File: config.mk
export PLATFORM = sky130hd
export DESIGN_NAME = digital_audio_clock_lock_supervisor
export DESIGN_NICKNAME = d
export VERILOG_FILES = /design/src/rtl/clsup_pkg.sv /design/src/rtl/clsup_detect.sv /design/src/rtl/clsup_recovery.sv /design/src/rtl/clsup_outbuf.sv /design/src/rtl/digital_audio_clock_lock_supervisor.sv
export SDC_FILE = /design/constraint.sdc
export NUM_CORES = 1
export LEC_CHECK = 0
export BUFFER_PORTS_ARGS = -buffer_cell sky130_fd_sc_hd__buf_2
export CORE_MARGIN = 5
export CORE_UTILIZATION = 37
export DETAILED_ROUTE_END_ITERATION = 12
export PLACE_DENSITY_LB_ADDON = 0.1
export REMOVE_ABC_BUFFERS = 1
export SLEW_MARGIN = 20
export SYNTH_ARGS = -nofsm -noshare
export SYNTH_HDL_FRONTEND = slang
export SYNTH_HIERARCHICAL = 1
export SYNTH_SLANG_ARGS = --single-unit
File: constraint.sdc
create_clock -name i_clk -period 8.56 [get_ports i_clk]
set_input_delay 0.856 -clock i_clk [delete_from_list [all_inputs] [get_ports i_clk]]
set_output_delay 0.856 -clock i_clk [all_outputs]
set_load 0.02 [all_outputs]
File: src/rtl/clsup_pkg.sv
// ----------------------------------------------------------------------------
// clsup_pkg
// Shared types and codes for the clock lock supervisor.
// ----------------------------------------------------------------------------
package clsup_pkg;

    localparam int unsigned OP_W         = 3;
    localparam int unsigned CMD_W        = 2;
    localparam int unsigned NOTIFY_W     = 2;
    localparam int unsigned THRESH_W     = 8;
    localparam int unsigned CFG_IDX_W    = 1;
    localparam int unsigned CFG_DATA_W   = 8;
    localparam int unsigned S_TDATA_W    = 8;
    localparam int unsigned M_TDATA_W    = 16;

    localparam logic [THRESH_W-1:0] THRESH_RESET = 8'd8;

    localparam logic [CFG_IDX_W-1:0] CFG_THRESHOLD = 1'd0;
    localparam logic [CFG_IDX_W-1:0] CFG_DETECT_EN = 1'd1;

    typedef enum logic [OP_W-1:0] {
        OP_RX_ERROR = 3'd0,
        OP_POLL     = 3'd1,
        OP_MAKE     = 3'd2,
        OP_BREAK    = 3'd3,
        OP_WAKE     = 3'd4,
        OP_RECOVER  = 3'd5
    } t_op;

    typedef enum logic [CMD_W-1:0] {
        CMD_NONE     = 2'd0,
        CMD_INTERNAL = 2'd1,
        CMD_EXTERNAL = 2'd2
    } t_cmd;

    typedef enum logic [NOTIFY_W-1:0] {
        NOTIFY_NONE     = 2'd0,
        NOTIFY_LOST     = 2'd1,
        NOTIFY_ACQUIRED = 2'd2
    } t_notify;

    typedef enum logic [2:0] {
        DET_IDLE      = 3'd0,
        DET_PREP_LOSS = 3'd1,
        DET_ARM_LOSS  = 3'd2,
        DET_TRIG_LOSS = 3'd3,
        DET_PREP_TRY  = 3'd4,
        DET_ARM_TRY   = 3'd5,
        DET_TRIG_TRY  = 3'd6
    } t_det_state;

    typedef enum logic [2:0] {
        REC_IDLE    = 3'd0,
        REC_START   = 3'd1,
        REC_DELAY   = 3'd2,
        REC_SET_INT = 3'd3,
        REC_SET_EXT = 3'd4
    } t_rec_state;

    typedef struct packed {
        logic tick;
        logic enable;
        logic aes3_seen;
    } t_det_ctl;

    typedef struct packed {
        logic tick;
        logic start;
    } t_rec_ctl;

    // Last field in the lowest bits: notify is the last member.
    typedef struct packed {
        logic    clock_source_now;
        logic    aes3_present;
        logic    unlock_flag;
        t_cmd    recovery_clock_cmd;
        t_cmd    detect_clock_cmd;
        logic    restart_transport;
        logic    disable_rx_error;
        t_notify notify;
    } t_result;

    localparam int unsigned RESULT_W = $bits(t_result);

endpackage

File: src/rtl/clsup_detect.sv
// ----------------------------------------------------------------------------
// clsup_detect
// AES3 detect state machine, advanced by poll ticks.
// ----------------------------------------------------------------------------
module clsup_detect
    import clsup_pkg::*;
(
    input  logic     i_clk,
    input  logic     i_rst_n,
    input  t_det_ctl i_ctl,
    output t_cmd     o_cmd
);

    t_det_state r_state;
    t_det_state n_state;

    always_ff @(posedge i_clk) begin
        if (!i_rst_n) begin
            r_state <= DET_IDLE;
        end else if (i_ctl.tick) begin
            r_state <= n_state;
        end
    end

    always_comb begin
        n_state = r_state;
        case (r_state)
            DET_IDLE: begin
                if (i_ctl.enable) n_state = DET_PREP_TRY;
            end
            DET_PREP_LOSS: begin
                n_state = i_ctl.aes3_seen ? DET_PREP_LOSS : DET_ARM_LOSS;
            end
            DET_ARM_LOSS: begin
                n_state = i_ctl.aes3_seen ? DET_PREP_LOSS : DET_TRIG_LOSS;
            end
            DET_TRIG_LOSS: begin
                n_state = i_ctl.aes3_seen ? DET_PREP_LOSS : DET_PREP_TRY;
            end
            DET_PREP_TRY: begin
                if (i_ctl.aes3_seen) n_state = DET_ARM_TRY;
            end
            DET_ARM_TRY: begin
                if (i_ctl.aes3_seen) n_state = DET_TRIG_TRY;
            end
            DET_TRIG_TRY: begin
                if (i_ctl.aes3_seen) n_state = DET_PREP_LOSS;
            end
            default: begin
                n_state = DET_IDLE;
            end
        endcase
    end

    always_comb begin
        o_cmd = CMD_NONE;
        if (i_ctl.tick) begin
            case (r_state)
                DET_TRIG_LOSS: begin
                    if (!i_ctl.aes3_seen) o_cmd = CMD_INTERNAL;
                end
                DET_TRIG_TRY: begin
                    if (i_ctl.aes3_seen) o_cmd = CMD_EXTERNAL;
                end
                default: begin
                    o_cmd = CMD_NONE;
                end
            endcase
        end
    end

endmodule

File: src/rtl/clsup_recovery.sv
// ----------------------------------------------------------------------------
// clsup_recovery
// Post-switch recovery sequencer: internal then external clock command.
// ----------------------------------------------------------------------------
module clsup_recovery
    import clsup_pkg::*;
(
    input  logic     i_clk,
    input  logic     i_rst_n,
    input  t_rec_ctl i_ctl,
    output t_cmd     o_cmd
);

    t_rec_state r_state;
    t_rec_state n_state;

    always_ff @(posedge i_clk) begin
        if (!i_rst_n) begin
            r_state <= REC_IDLE;
        end else begin
            r_state <= n_state;
        end
    end

    always_comb begin
        n_state = r_state;
        if (i_ctl.start) begin
            n_state = REC_START;
        end else if (i_ctl.tick) begin
            case (r_state)
                REC_IDLE:    n_state = REC_IDLE;
                REC_START:   n_state = REC_DELAY;
                REC_DELAY:   n_state = REC_SET_INT;
                REC_SET_INT: n_state = REC_SET_EXT;
                REC_SET_EXT: n_state = REC_IDLE;
                default:     n_state = REC_IDLE;
            endcase
        end
    end

    always_comb begin
        o_cmd = CMD_NONE;
        if (i_ctl.tick) begin
            case (r_state)
                REC_SET_INT: o_cmd = CMD_INTERNAL;
                REC_SET_EXT: o_cmd = CMD_EXTERNAL;
                default:     o_cmd = CMD_NONE;
            endcase
        end
    end

endmodule

File: src/rtl/clsup_outbuf.sv
// ----------------------------------------------------------------------------
// clsup_outbuf
// Result register with a skid stage so input and output stalls stay apart.
// ----------------------------------------------------------------------------
module clsup_outbuf
    import clsup_pkg::*;
(
    input  logic    i_clk,
    input  logic    i_rst_n,
    input  logic    i_valid,
    output logic    o_ready,
    input  t_result i_item,
    output logic    o_valid,
    input  logic    i_ready,
    output t_result o_item
);

    logic    r_main_valid;
    logic    r_skid_valid;
    t_result r_main;
    t_result r_skid;
    logic    n_main_valid;
    logic    n_skid_valid;
    logic    main_free;

    assign o_ready   = !r_skid_valid;
    assign o_valid   = r_main_valid;
    assign o_item    = r_main;
    assign main_free = !r_main_valid || i_ready;

    always_comb begin
        n_main_valid = r_main_valid;
        n_skid_valid = r_skid_valid;
        if (main_free) begin
            n_main_valid = r_skid_valid || i_valid;
            n_skid_valid = 1'b0;
        end else if (i_valid && !r_skid_valid) begin
            n_skid_valid = 1'b1;
        end
    end

    always_ff @(posedge i_clk) begin
        if (!i_rst_n) begin
            r_main_valid <= 1'b0;
            r_skid_valid <= 1'b0;
        end else begin
            r_main_valid <= n_main_valid;
            r_skid_valid <= n_skid_valid;
        end
    end

    always_ff @(posedge i_clk) begin
        if (main_free) begin
            r_main <= r_skid_valid ? r_skid : i_item;
        end else if (i_valid && !r_skid_valid) begin
            r_skid <= i_item;
        end
    end

endmodule

File: src/rtl/digital_audio_clock_lock_supervisor.sv
// ----------------------------------------------------------------------------
// digital_audio_clock_lock_supervisor
// Clock lock supervision for an S/PDIF receiver.
// ----------------------------------------------------------------------------
// Each control event (receiver error, poll tick, clock-select make or break,
// wake, recovery request) is taken on the slave stream and yields exactly one
// result item on the master stream. An event is processed in the cycle it is
// accepted and its result is registered, so one event per clock is sustained
// unless the skid stage is full and tready drops. A two-entry output buffer
// (result register plus skid stage) keeps tready high while one result waits.
// Configuration writes are accepted at any time (o_cfg_ready is always high)
// and should be issued only while no event is in flight.
module digital_audio_clock_lock_supervisor
    import clsup_pkg::*;
(
    input  logic                  i_clk,
    input  logic                  i_rst_n,
    input  logic                  i_s_axis_tvalid,
    output logic                  o_s_axis_tready,
    // [2:0] op, [3] phase_locked, [4] confidence_error, [5] biphase_error,
    // [6] clock_select, [7] digital_input
    input  logic [S_TDATA_W-1:0]  i_s_axis_tdata,
    output logic                  o_m_axis_tvalid,
    input  logic                  i_m_axis_tready,
    // [1:0] notify, [2] disable_rx_error, [3] restart_transport,
    // [5:4] detect_clock_cmd, [7:6] recovery_clock_cmd, [8] unlock_flag,
    // [9] aes3_present, [10] clock_source_now, [15:11] zero
    output logic [M_TDATA_W-1:0]  o_m_axis_tdata,
    input  logic                  i_cfg_valid,
    output logic                  o_cfg_ready,
    input  logic [CFG_IDX_W-1:0]  i_cfg_index,
    input  logic [CFG_DATA_W-1:0] i_cfg_data
);

    logic [THRESH_W-1:0] r_unlock_threshold;
    logic                r_detect_enable;
    logic [THRESH_W-1:0] r_unlock_count;
    logic                r_unlock_sticky;
    logic                r_attempting_lock;
    logic                r_aes3_seen;
    logic                r_current_source;

    logic [THRESH_W-1:0] n_unlock_count;
    logic                n_unlock_sticky;
    logic                n_attempting_lock;
    logic                n_aes3_seen;
    logic                n_current_source;

    logic                in_accept;
    t_op                 op;
    logic                phase_locked;
    logic                confidence_error;
    logic                biphase_error;
    logic                clock_select;
    logic                digital_input;
    logic [THRESH_W-1:0] count_bumped;

    t_det_ctl            det_ctl;
    t_rec_ctl            rec_ctl;
    t_cmd                det_cmd;
    t_cmd                rec_cmd;
    t_result             result;
    t_result             out_item;
    logic                buf_ready;

    assign in_accept        = i_s_axis_tvalid && buf_ready;
    assign o_s_axis_tready  = buf_ready;
    assign o_cfg_ready      = 1'b1;

    assign op               = t_op'(i_s_axis_tdata[2:0]);
    assign phase_locked     = i_s_axis_tdata[3];
    assign confidence_error = i_s_axis_tdata[4];
    assign biphase_error    = i_s_axis_tdata[5];
    assign clock_select     = i_s_axis_tdata[6];
    assign digital_input    = i_s_axis_tdata[7];

    // Count saturates at the threshold.
    assign count_bumped = (r_unlock_count < r_unlock_threshold) ?
                          r_unlock_count + 1'b1 : r_unlock_count;

    always_comb begin
        n_unlock_count    = r_unlock_count;
        n_unlock_sticky   = r_unlock_sticky;
        n_attempting_lock = r_attempting_lock;
        n_aes3_seen       = r_aes3_seen;
        n_current_source  = r_current_source;
        det_ctl           = '{tick: 1'b0, enable: r_detect_enable,
                              aes3_seen: r_aes3_seen};
        rec_ctl           = '{tick: 1'b0, start: 1'b0};
        result            = '0;
        case (op)
            OP_RX_ERROR: begin
                if (!phase_locked) begin
                    n_unlock_count = count_bumped;
                    if (count_bumped >= r_unlock_threshold) begin
                        n_unlock_sticky         = 1'b1;
                        result.disable_rx_error = 1'b1;
                        result.notify           = NOTIFY_LOST;
                        n_unlock_count          = '0;
                        n_attempting_lock       = 1'b0;
                    end
                end else begin
                    n_unlock_count = '0;
                    if (r_attempting_lock) begin
                        result.notify     = NOTIFY_ACQUIRED;
                        n_attempting_lock = 1'b0;
                    end
                end
                n_aes3_seen = !confidence_error && !biphase_error;
            end
            OP_POLL: begin
                det_ctl.tick = 1'b1;
                rec_ctl.tick = 1'b1;
            end
            OP_MAKE: begin
                if (clock_select && digital_input) begin
                    result.restart_transport = 1'b1;
                    n_attempting_lock        = 1'b1;
                end
                if (!clock_select && digital_input) begin
                    n_unlock_sticky = 1'b0;
                    rec_ctl.start   = 1'b1;
                end
                n_current_source = clock_select;
                n_unlock_count   = '0;
            end
            OP_BREAK: begin
                n_attempting_lock = 1'b0;
                n_unlock_count    = '0;
            end
            OP_WAKE: begin
                rec_ctl.start = !r_current_source;
            end
            OP_RECOVER: begin
                rec_ctl.start = 1'b1;
            end
            default: begin
                n_unlock_count = r_unlock_count;
            end
        endcase
        det_ctl.tick  = det_ctl.tick && in_accept;
        rec_ctl.tick  = rec_ctl.tick && in_accept;
        rec_ctl.start = rec_ctl.start && in_accept;
        result.detect_clock_cmd   = det_cmd;
        result.recovery_clock_cmd = rec_cmd;
        result.unlock_flag        = n_unlock_sticky;
        result.aes3_present       = n_aes3_seen;
        result.clock_source_now   = n_current_source;
    end

    always_ff @(posedge i_clk) begin
        if (!i_rst_n) begin
            r_unlock_threshold <= THRESH_RESET;
            r_detect_enable    <= 1'b0;
            r_unlock_count     <= '0;
            r_unlock_sticky    <= 1'b0;
            r_attempting_lock  <= 1'b0;
            r_aes3_seen        <= 1'b0;
            r_current_source   <= 1'b0;
        end else begin
            if (i_cfg_valid) begin
                case (i_cfg_index)
                    CFG_THRESHOLD: r_unlock_threshold <= i_cfg_data;
                    CFG_DETECT_EN: r_detect_enable    <= i_cfg_data[0];
                    default:       r_detect_enable    <= r_detect_enable;
                endcase
            end
            if (in_accept) begin
                r_unlock_count    <= n_unlock_count;
                r_unlock_sticky   <= n_unlock_sticky;
                r_attempting_lock <= n_attempting_lock;
                r_aes3_seen       <= n_aes3_seen;
                r_current_source  <= n_current_source;
            end
        end
    end

    clsup_detect u_detect (
        .i_clk   (i_clk),
        .i_rst_n (i_rst_n),
        .i_ctl   (det_ctl),
        .o_cmd   (det_cmd)
    );

    clsup_recovery u_recovery (
        .i_clk   (i_clk),
        .i_rst_n (i_rst_n),
        .i_ctl   (rec_ctl),
        .o_cmd   (rec_cmd)
    );

    clsup_outbuf u_outbuf (
        .i_clk   (i_clk),
        .i_rst_n (i_rst_n),
        .i_valid (i_s_axis_tvalid),
        .o_ready (buf_ready),
        .i_item  (result),
        .o_valid (o_m_axis_tvalid),
        .i_ready (i_m_axis_tready),
        .o_item  (out_item)
    );

    assign o_m_axis_tdata = {{(M_TDATA_W - RESULT_W){1'b0}}, out_item};

endmodule

# After elaboration in Yosys (flattened, before gate mapping)
# Index checks and enable logic that the tools add are counted.
[word_totals]
output_inout_bits = 19
in_bits = 22
register_bits = 51
[op_classes]
n_lt_le_gt_ge = 2
eq_ne = 21
n_reduce_logical = 28
muxes = 42
add_sub_neg = 1
bitwise = 3
[ops]
columns = ["cell", "n"]
rows = [
  ["two-way mux 8 bit", 3],
  ["two-way mux 3 bit", 7],
  ["case mux 3 bit (7 select lines)", 1],
  ["== test 3 x 2 -> 1 bit, second input constant", 6],
  ["== test 3 bit, second input constant", 6],
  ["two-way mux 1 bit", 16],
  ["case mux 8 bit (2 select lines)", 1],
  ["two-way mux 2 bit", 7],
  ["two-way mux 11 bit", 1],
  ["inequality test 2 bit, second input constant", 5],
  ["== test 3 x 1 -> 1 bit, second input constant", 3],
  ["case mux 3 bit (3 select lines)", 1],
  ["adder 8 x 1 -> 8 bit, second input constant", 1],
  ["greater-or-equal comparator 8 bit", 1],
  ["< comparator 8 bit", 1],
  ["case mux 2 bit (2 select lines)", 2],
  ["AND reduction 2 bit", 4],
  ["logical AND 1 bit", 6],
  ["logical NOT 1 bit", 6],
  ["logical NOT 3 bit", 2],
  ["case mux 1 bit (3 select lines)", 2],
  ["OR reduction 2 bit", 3],
  ["AND reduction 5 bit", 1],
  ["AND reduction 4 bit", 1],
  ["6 further kinds", 10],
]

# Longest topological paths before layout
# Gate-level depths: netlist (run 1).
[depth]
depth_word = 7
depth_mapped = 16
depth_no_buf = 14

# Hierarchy
# Netlist (run 1), hierarchy kept.
[by_module_without_submodules]
columns = ["module", "cells_each", "area_per_inst_um2", "n_inst"]
rows = [
  ["digital_audio_clock_lock_supervisor", 184, 1515.2, 1],
  ["clsup_outbuf", 42, 879.6, 1],
  ["clsup_detect", 25, 232.7, 1],
  ["clsup_recovery", 15, 161.4, 1],
]

# Worst setup path before layout (run 1)
# No wires, ideal clock.
[synth_timing]
path_kind = "register to register"
from = "register r_unlock_threshold[6]"
to = "register u_outbuf.r_main, in the netlist u_outbuf/o_item[8] (data pin)"
synth_period_minus_slack_ps = 3464
setup_slack_ps = 5096
path_stages_with_launch = 16
arrival_time_ps = 3204
setup_time_ps = 260
cell_sequence = "dfxtp_1 > inv_1 > ha_1 > a21o_1 > a221oi_1 > o21a_2 > buf_6 > nand3_2 > xnor2_2 > ha_1 > a211oi_2 > nor2_1 > a211o_2 > and2_2 > o21a_1 > mux2_2"
[synth_between]
elab_chain_cells = 7
[synth_lines]
columns = ["element", "line_no", "source"]
rows = [
  ["from (decl)", "digital_audio_clock_lock_supervisor.sv:35", "logic [THRESH_W-1:0] r_unlock_threshold;"],
  ["from (signal assigned)", "digital_audio_clock_lock_supervisor.sv:163", "CFG_THRESHOLD: r_unlock_threshold <= i_cfg_data;"],
  ["< comparator 8 bit", "digital_audio_clock_lock_supervisor.sv:78", "assign count_bumped = (r_unlock_count < r_unlock_threshold) ?"],
  ["two-way mux 8 bit", "digital_audio_clock_lock_supervisor.sv:78", ""],
  ["greater-or-equal comparator 8 bit *", "digital_audio_clock_lock_supervisor.sv:95", "if (count_bumped >= r_unlock_threshold) begin"],
  ["two-way mux 1 bit *", "digital_audio_clock_lock_supervisor.sv:95", ""],
  ["two-way mux 1 bit *", "digital_audio_clock_lock_supervisor.sv:93", "if (!phase_locked) begin"],
  ["case mux 1 bit (2 select lines) *", "digital_audio_clock_lock_supervisor.sv:91", "case (op)"],
  ["named net n_unlock_sticky", "digital_audio_clock_lock_supervisor.sv:44", "logic n_unlock_sticky;"],
  ["two-way mux 11 bit *", "clsup_outbuf.sv:54", "r_main <= r_skid_valid ? r_skid : i_item;"],
  ["to (signal assigned)", "clsup_outbuf.sv:54", ""],
  ["to (decl)", "clsup_outbuf.sv:20", "t_result r_main;"],
]
# Mark *: on every way through the listed nets, which the timed path passes. The rest lies on a longest branch.
# A chain may end at the register's enable or synchronous reset.

# Worst setup path in the final report (run 1)
# Same ends and word-level chain as after synthesis.

==> impl_metrics.csv, run 1 <==
group,metric,value,unit
final_layout,final_nets,338,
cts,cts_tree,"built",
floorplanning,rows,31,
sta,relSlewSlack,0.4362,
floorplanning,ios,41,
synth,yosys_warnings,6,
worst_setup_path,crit_family,"compound AO/OA/AOI/OAI gates",
floorplanning,die-area,9374,um2
worst_setup_path,slowest_stage,"o21a_2",
worst_setup_path,slowest_delay,0.37,ns
grt,antenna_found_initial,0,
routing,drc_errors,0,
synth,synth_seq_cells,51,
cts,cts_buffers,5,
pwr,peakVddDrop,0.06151,mV
sta,fin_crit_sh,0.4536,
pwr,p_clk_frac,0.305,
floorplanning,die_h,96.82,um
job,maxCapViolations,0,
pwr,p_seq_frac,0.583,
worst_setup_path,critPathLaunchType,"flop",
final_layout,fin_cells,400,
placement,place_inst,392,
final_layout,drive_gt1_frac,0.2591,
routing,drt-pass1-iter-count,4,
min_path,hold_path.class,"reg2reg",
final_layout,final_common_cell,"buf_2",
worst_setup_path,cpMostUsedCell,"ha_1",
sta,report.final.setup_viol,0,
sta,max_freq,0.2575,GHz
routing,ant_nets,0,
cts,postCtsSetupRepairBufs,0,
pwr,swShare,0.2594,
cts,cts_sinks,51,
placement,dp_hpwl,4.293,mm
worst_setup_path,path_class,"reg2reg",
floorplanning,start_util,0.3825,
synth,synth_edf_count,22,
worst_setup_path,r2r_setup_slack,4.68,ns
sta,rsz0062_at_grt,"no",
grt,grt_pass1_wl,9.584,mm
cts,htreeDepth,2,
floorplanning,chipWidth,96.82,um
cts,cts_root_buffer,"clkbuf_8",
routing,avgRoutedWirePerCell,14.13,um
routing,totalWireLength,5.650,mm
sta,drv_slew,0,
grt,grt_start_max_net_pins,17,
cts,cts_resized,0,
pwr,p_int,0.3383,mW
worst_setup_path,worstPathMaxFanout,13,
placement,place.gp.congestion,0.7685,
synth,ys_async_sr_fraction,0,
final_layout,final-seq-area,1241,um2
final_layout,fillerInstances,745,
synth,synth_ff_type,"dfxtp_1",
worst_setup_path,arrival,3.94,ns
final_layout,area_delta_synth_final,11.31,%
worst_setup_path,worstPathRequired,8.62,ns
synth,synthDistinctLibCells,62,
sta,hold_viol_final,0,
cts,insertion_delay,0.30,ns
sta,tns,0,ns
final_layout,multi_input_area,1414,um2
routing,via_per_inst,4.950,
cts,holdBufCountCts,0,
routing,vias,1980,
final_layout,diodes,0,
cts,clockBufferDepth,2,
routing,drtIter0Drc,70,
grt,track_usage,0.1233,
cts,clkTransAtPathRegs,0.10,ns
synth,syn-instance-count,266,
floorplanning,core-area,7292,um2
grt,grt-ovfl-total,0,
pwr,power_density,147.2,nW/um2
synth,syn_area,2789,um2
sta,finClkSkew,0.008420,ns
grt,grt_pass1_vias,1899,
sta,tightest_slew,0.8439,ns
synth,synth_area_per_cell,10.48,um2
pwr,power_leakage,1.320,nW
worst_setup_path,path_buf_inv,1,
worst_setup_path,end_kind,"flop",
sta,period_needed,3.883,ns
pwr,comb_power_share,0.112,
worst_setup_path,cp_cell_sequence,"inv_1 > ha_1 > a21o_1 > a221oi_1 > o21a_2 > and4_1 > xor2_1 > ha_1 > o21ai_0 > nor2_1 > a211o_2 > and2_2 > o21a_1 > mux2_2",
placement,io_buffers,34,
outcome,status,"completed",
synth,seq_area_frac_synth,0.4450,
pwr,power.switching,0.1185,mW
final_layout,layout_common_cells,"buf_2, nand2_1, dfxtp_1, edfxtp_1, ha_1",
## metrics by stage
| step | utilization | power (mW) | setup WS (ns) | instance area (um2) | hold slack (ns) |
|---|---|---|---|---|---|
| after floorplan | - | 0.3043 | 5.086 | 2701 | 0.4363 |
| after global placement | 0.4137 | 0.3231 | 4.670 | 3017 | 0.4434 |
| after detailed placement | 0.4137 | 0.3238 | 4.692 | 3017 | 0.4477 |
| final | 0.4257 | 0.4568 | 4.677 | 3104 | 0.4607 |
| after CTS | 0.4257 | 0.4672 | 4.651 | 3104 | 0.4626 |
| after global routing | 0.4257 | 0.4831 | 4.509 | 3104 | 0.4841 |
## layer usage
layer  vias to the layer above  track usage  share of wire
met3                         6      0.02806          0.038
met4                         0      0.03888          0.012
met2                        41       0.1990           0.45
li1                       1025            -              -
met5                         -            0              0
met1                       908       0.1633           0.50
## worst paths after layout
| check | from | depth (start not counted) | endpoint |
|---|---|---|---|
| setup / recovery | r_unlock_threshold[6]$_SDFFE_PN0P_ | 14 | u_outbuf/o_item[8]$_DFFE_PP_ |
| hold / removal | r_unlock_threshold[7]$_SDFFE_PN0P_ | 2 | r_unlock_threshold[7]$_SDFFE_PN0P_ |
| setup reg to reg | r_unlock_threshold[6]$_SDFFE_PN0P_ | 14 | u_outbuf/o_item[8]$_DFFE_PP_ |
| hold reg to reg | r_unlock_threshold[7]$_SDFFE_PN0P_ | 2 | r_unlock_threshold[7]$_SDFFE_PN0P_ |
## tightest hold or removal path, cell delays in order (launching register included)
cell and delay [ns]:
dfxtp_1 0.32, nand2_1 0.05, a21oi_1 0.05
## sequential cells by signal (all words and copies together), names as in the netlist, 3 cells and up
name,flops
u_outbuf/o_item,11
u_recovery/r_state,3
u_detect/r_state,3
r_unlock_count,8
u_outbuf/r_skid,11
r_unlock_threshold,8
## cells in the mapped netlist, types with 2 or more instances
master	count	share of area
nand3b_1	5	0.013
o21ai_0	4	0.0072
conb_1	2	0.0027
a211oi_1	3	0.0081
inv_1	14	0.019
nand2_1	30	0.040
buf_6	4	0.016
a31oi_1	9	0.020
nand3_1	3	0.0054
o31a_1	2	0.0063
xor2_1	3	0.0094
ha_1	16	0.072
buf_4	6	0.016
o211ai_1	2	0.0054
a32o_1	2	0.0072
clkbuf_1	2	0.0027
mux2_2	13	0.052
nor2_1	10	0.013
a21o_1	3	0.0081
dfxtp_1	29	0.21
edfxtp_1	22	0.24
o21ai_1	2	0.0036
xnor2_1	4	0.013
nor3_1	5	0.0090
nand2b_1	6	0.013
a21oi_1	15	0.027
nor2b_1	4	0.0090
and3_1	5	0.011
a211o_2	2	0.0072
and4_1	4	0.013
nand2_2	2	0.0045
a211oi_2	2	0.0090
and2_2	2	0.0054
## cell families after synthesis
logic type | share of synthesized area
AOI/OAI and AO/OA | 0.1400
DFF | 0.4450
adders and majority gates | 0.07178
xor gates and xnor gates | 0.02782
and+or+nand+nor | 0.1956
muxes | 0.06146
other | 0.002693
buffers and inverters | 0.05563
## power by group through the flow
| stage | combinational [mW] | clock, mW | sequential (mW) |
|---|---|---|---|
| floorplan | 0.0282 | 0 | 0.276 |
| global placement | 0.0512 | 0 | 0.272 |
| detailed placement | 0.0514 | 0 | 0.272 |
| CTS | 0.0518 | 0.149 | 0.267 |
| global route | 0.0579 | 0.157 | 0.268 |
| finish | 0.0512 | 0.139 | 0.266 |
## layout make-up
class / count / share of cell area
Clock inverter: 3 / 0.006046
Multi-Input combinational cell: 192 / 0.4555
Sequential cell: 51 / 0.3998
Clock buffer: 5 / 0.02217
Timing Repair Buffer: 36 / 0.05965
Inverter: 14 / 0.01693
Tap cell: 99 / 0.03990
No activity file was read; power rests on OpenSTA's default activity.
==> run 2: changes to the inputs <==
==> constraint.sdc (replaced) <==
create_clock -name i_clk -period 3.61 [get_ports i_clk]
set_input_delay 0.361 -clock i_clk [delete_from_list [all_inputs] [get_ports i_clk]]
set_output_delay 0.361 -clock i_clk [all_outputs]
set_load 0.02 [all_outputs]
==> run 2 against run 1 <==
Compared with the run above:
- first-iteration DRC count shrank 4.3%
- register-to-register slack worse by 4.5 ns
- setup slack worse by 4.5 ns
- sequential share of layout area shrank 3.0 points
- critical endpoint unchanged
- highest routed layer unchanged
==> impl_metrics.csv, run 2 (same netlist as run 1, synthesis figures left out) <==
group,metric,value,unit
routing,drt-pass1-iter-count,4,
cts,cts_sinks,51,
final_layout,drive_gt1_frac,0.3448,
worst_setup_path,worstPathMaxFanout,5,
cts,clockBufferDepth,2,
worst_setup_path,path_class,"reg2reg",
floorplanning,core-area,7292,um2
final_layout,area_delta_synth_final,21.04,%
worst_setup_path,end_kind,"flop",
routing,ant_nets,0,
grt,track_usage,0.1206,
sta,fin_crit_sh,0.9607,
sta,hold_viol_final,0,
final_layout,final_util,0.4629,
grt,grt_start_max_net_pins,18,
cts,clkTransAtPathRegs,0.10,ns
cts,htreeDepth,2,
cts,holdBufCountCts,0,
floorplanning,chipWidth,96.82,um
grt,grt_pass1_wl,9.404,mm
pwr,peakVddDrop,0.1173,mV
grt,grt-ovfl-total,0,
placement,place.gp.congestion,0.8286,
worst_setup_path,critPathLaunchType,"flop",
sta,finClkSkew,0.008942,ns
pwr,power_leakage,1.430,nW
grt,grt_pass1_vias,1925,
routing,avgRoutedWirePerCell,14.10,um
floorplanning,start_util,0.3825,
sta,tightest_slew,0.7836,ns
worst_setup_path,worstPathRequired,3.67,ns
sta,period_needed,3.468,ns
placement,place_inst,405,
final_layout,final_nets,356,
floorplanning,ios,41,
final_layout,fin_cells,418,
cts,cts_buffers,5,
sta,tns,0,ns
routing,via_per_inst,4.904,
routing,totalWireLength,5.894,mm
routing,vias,2050,
grt,antenna_found_initial,0,
sta,report.final.setup_viol,0,
pwr,power_density,346.8,nW/um2
worst_setup_path,arrival,3.53,ns
outcome,status,"completed",
final_layout,final_common_cell,"buf_2",
cts,insertion_delay,0.30,ns
sta,max_freq,0.2883,GHz
min_path,hold_path.class,"in2reg",
floorplanning,rows,31,
sta,holdWs,0.2791,ns
routing,drc_errors,0,
routing,drtIter0Drc,67,
cts,cts_root_buffer,"clkbuf_8",
sta,drv_slew,0,
cts,cts_tree,"built",
floorplanning,die_h,96.82,um
job,maxCapViolations,0,
floorplanning,die-area,9374,um2
sta,relSlewSlack,0.4765,
final_layout,diodes,0,
placement,dp_hpwl,4.384,mm
final_layout,layout_common_cells,"buf_2, nand2_1, dfxtp_1, edfxtp_1, buf_4",
placement,io_buffers,34,
==> run 2: changes by cell type in the layout (fill, tap and decap cells not counted), sizes merged <==
cell,before,now
o21a,2,3
bufinv,0,1
clkinvlp,0,1
clkinv,2,0
buf,36,53
==> run 2: worst max-delay path, stage by stage (launching register included) <==
cell and delay, ns:
dfxtp_2 0.33, inv_1 0.13, ha_4 0.22, a21o_1 0.20, a221oi_4 0.27, o21a_2 0.25, nand3_2 0.10, xnor2_2 0.21
ha_1 0.28, a211oi_2 0.23, nor2_1 0.09, a211o_2 0.29, and2_2 0.20, o21a_1 0.18, mux2_2 0.25
==> run 2: worst paths after layout <==
kind                                                          from                                  to  slack (ns)  depth (start not counted)
worst min register to register  r_unlock_threshold[2]$_SDFFE_PN0P_  r_unlock_threshold[2]$_SDFFE_PN0P_        0.46                          2
worst max-delay path            r_unlock_threshold[6]$_SDFFE_PN0P_        u_outbuf/o_item[8]$_DFFE_PP_        0.14                         14
worst min-delay path                                 i_cfg_data[7]  r_unlock_threshold[7]$_SDFFE_PN0P_        0.28                          3
worst max register to register  r_unlock_threshold[6]$_SDFFE_PN0P_        u_outbuf/o_item[8]$_DFFE_PP_        0.14                         14
==> run 2: final cells by class <==
| class | count | area (um2) |
|---|---|---|
| Clock inverter | 3 | 46.29 |
| Inverter | 14 | 52.55 |
| Fill cell | 711 | 3916 |
| Timing Repair Buffer | 53 | 325.3 |
| Multi-Input combinational cell | 193 | 1510 |
| Clock buffer | 5 | 68.82 |
| Sequential cell | 51 | 1249 |
| Tap cell | 99 | 123.9 |
==> run 2: what timing repair did <==
item | in CTS | in global routing
buffers inserted | 1 | 3
cloned | 1 | 0
gates resized for setup | 2 | 17
pin swaps | 0 | 15
endpoints found under the setup margin | 3 | 9
==> run 2: where the power goes <==
group	switching, mW	total (mW)	internal, mW
clock	0.197	0.407	0.209
combinational	0.0799	0.133	0.0534
sequential	0.0117	0.631	0.619
==> run 2: stage by stage <==
step	instance area [um2]	total power, mW	worst slack [ns]
final	3376	1.171	0.1419
after global routing	3376	1.230	-0.02042
after CTS	3271	1.189	0.04675
after detailed placement	3127	0.7708	-0.01919
after global placement	3127	0.7703	0.02205
after floorplan	2701	0.7216	0.1363
==> run 2: metal layers <==
metal  global-route usage  part of all wire  vias up
li1                     -                 -     1060
met1               0.1599              0.48      949
met2               0.1916              0.48       37
met3              0.02878             0.037        4
met4              0.04212            0.0093        0
met5                    0                 0        -
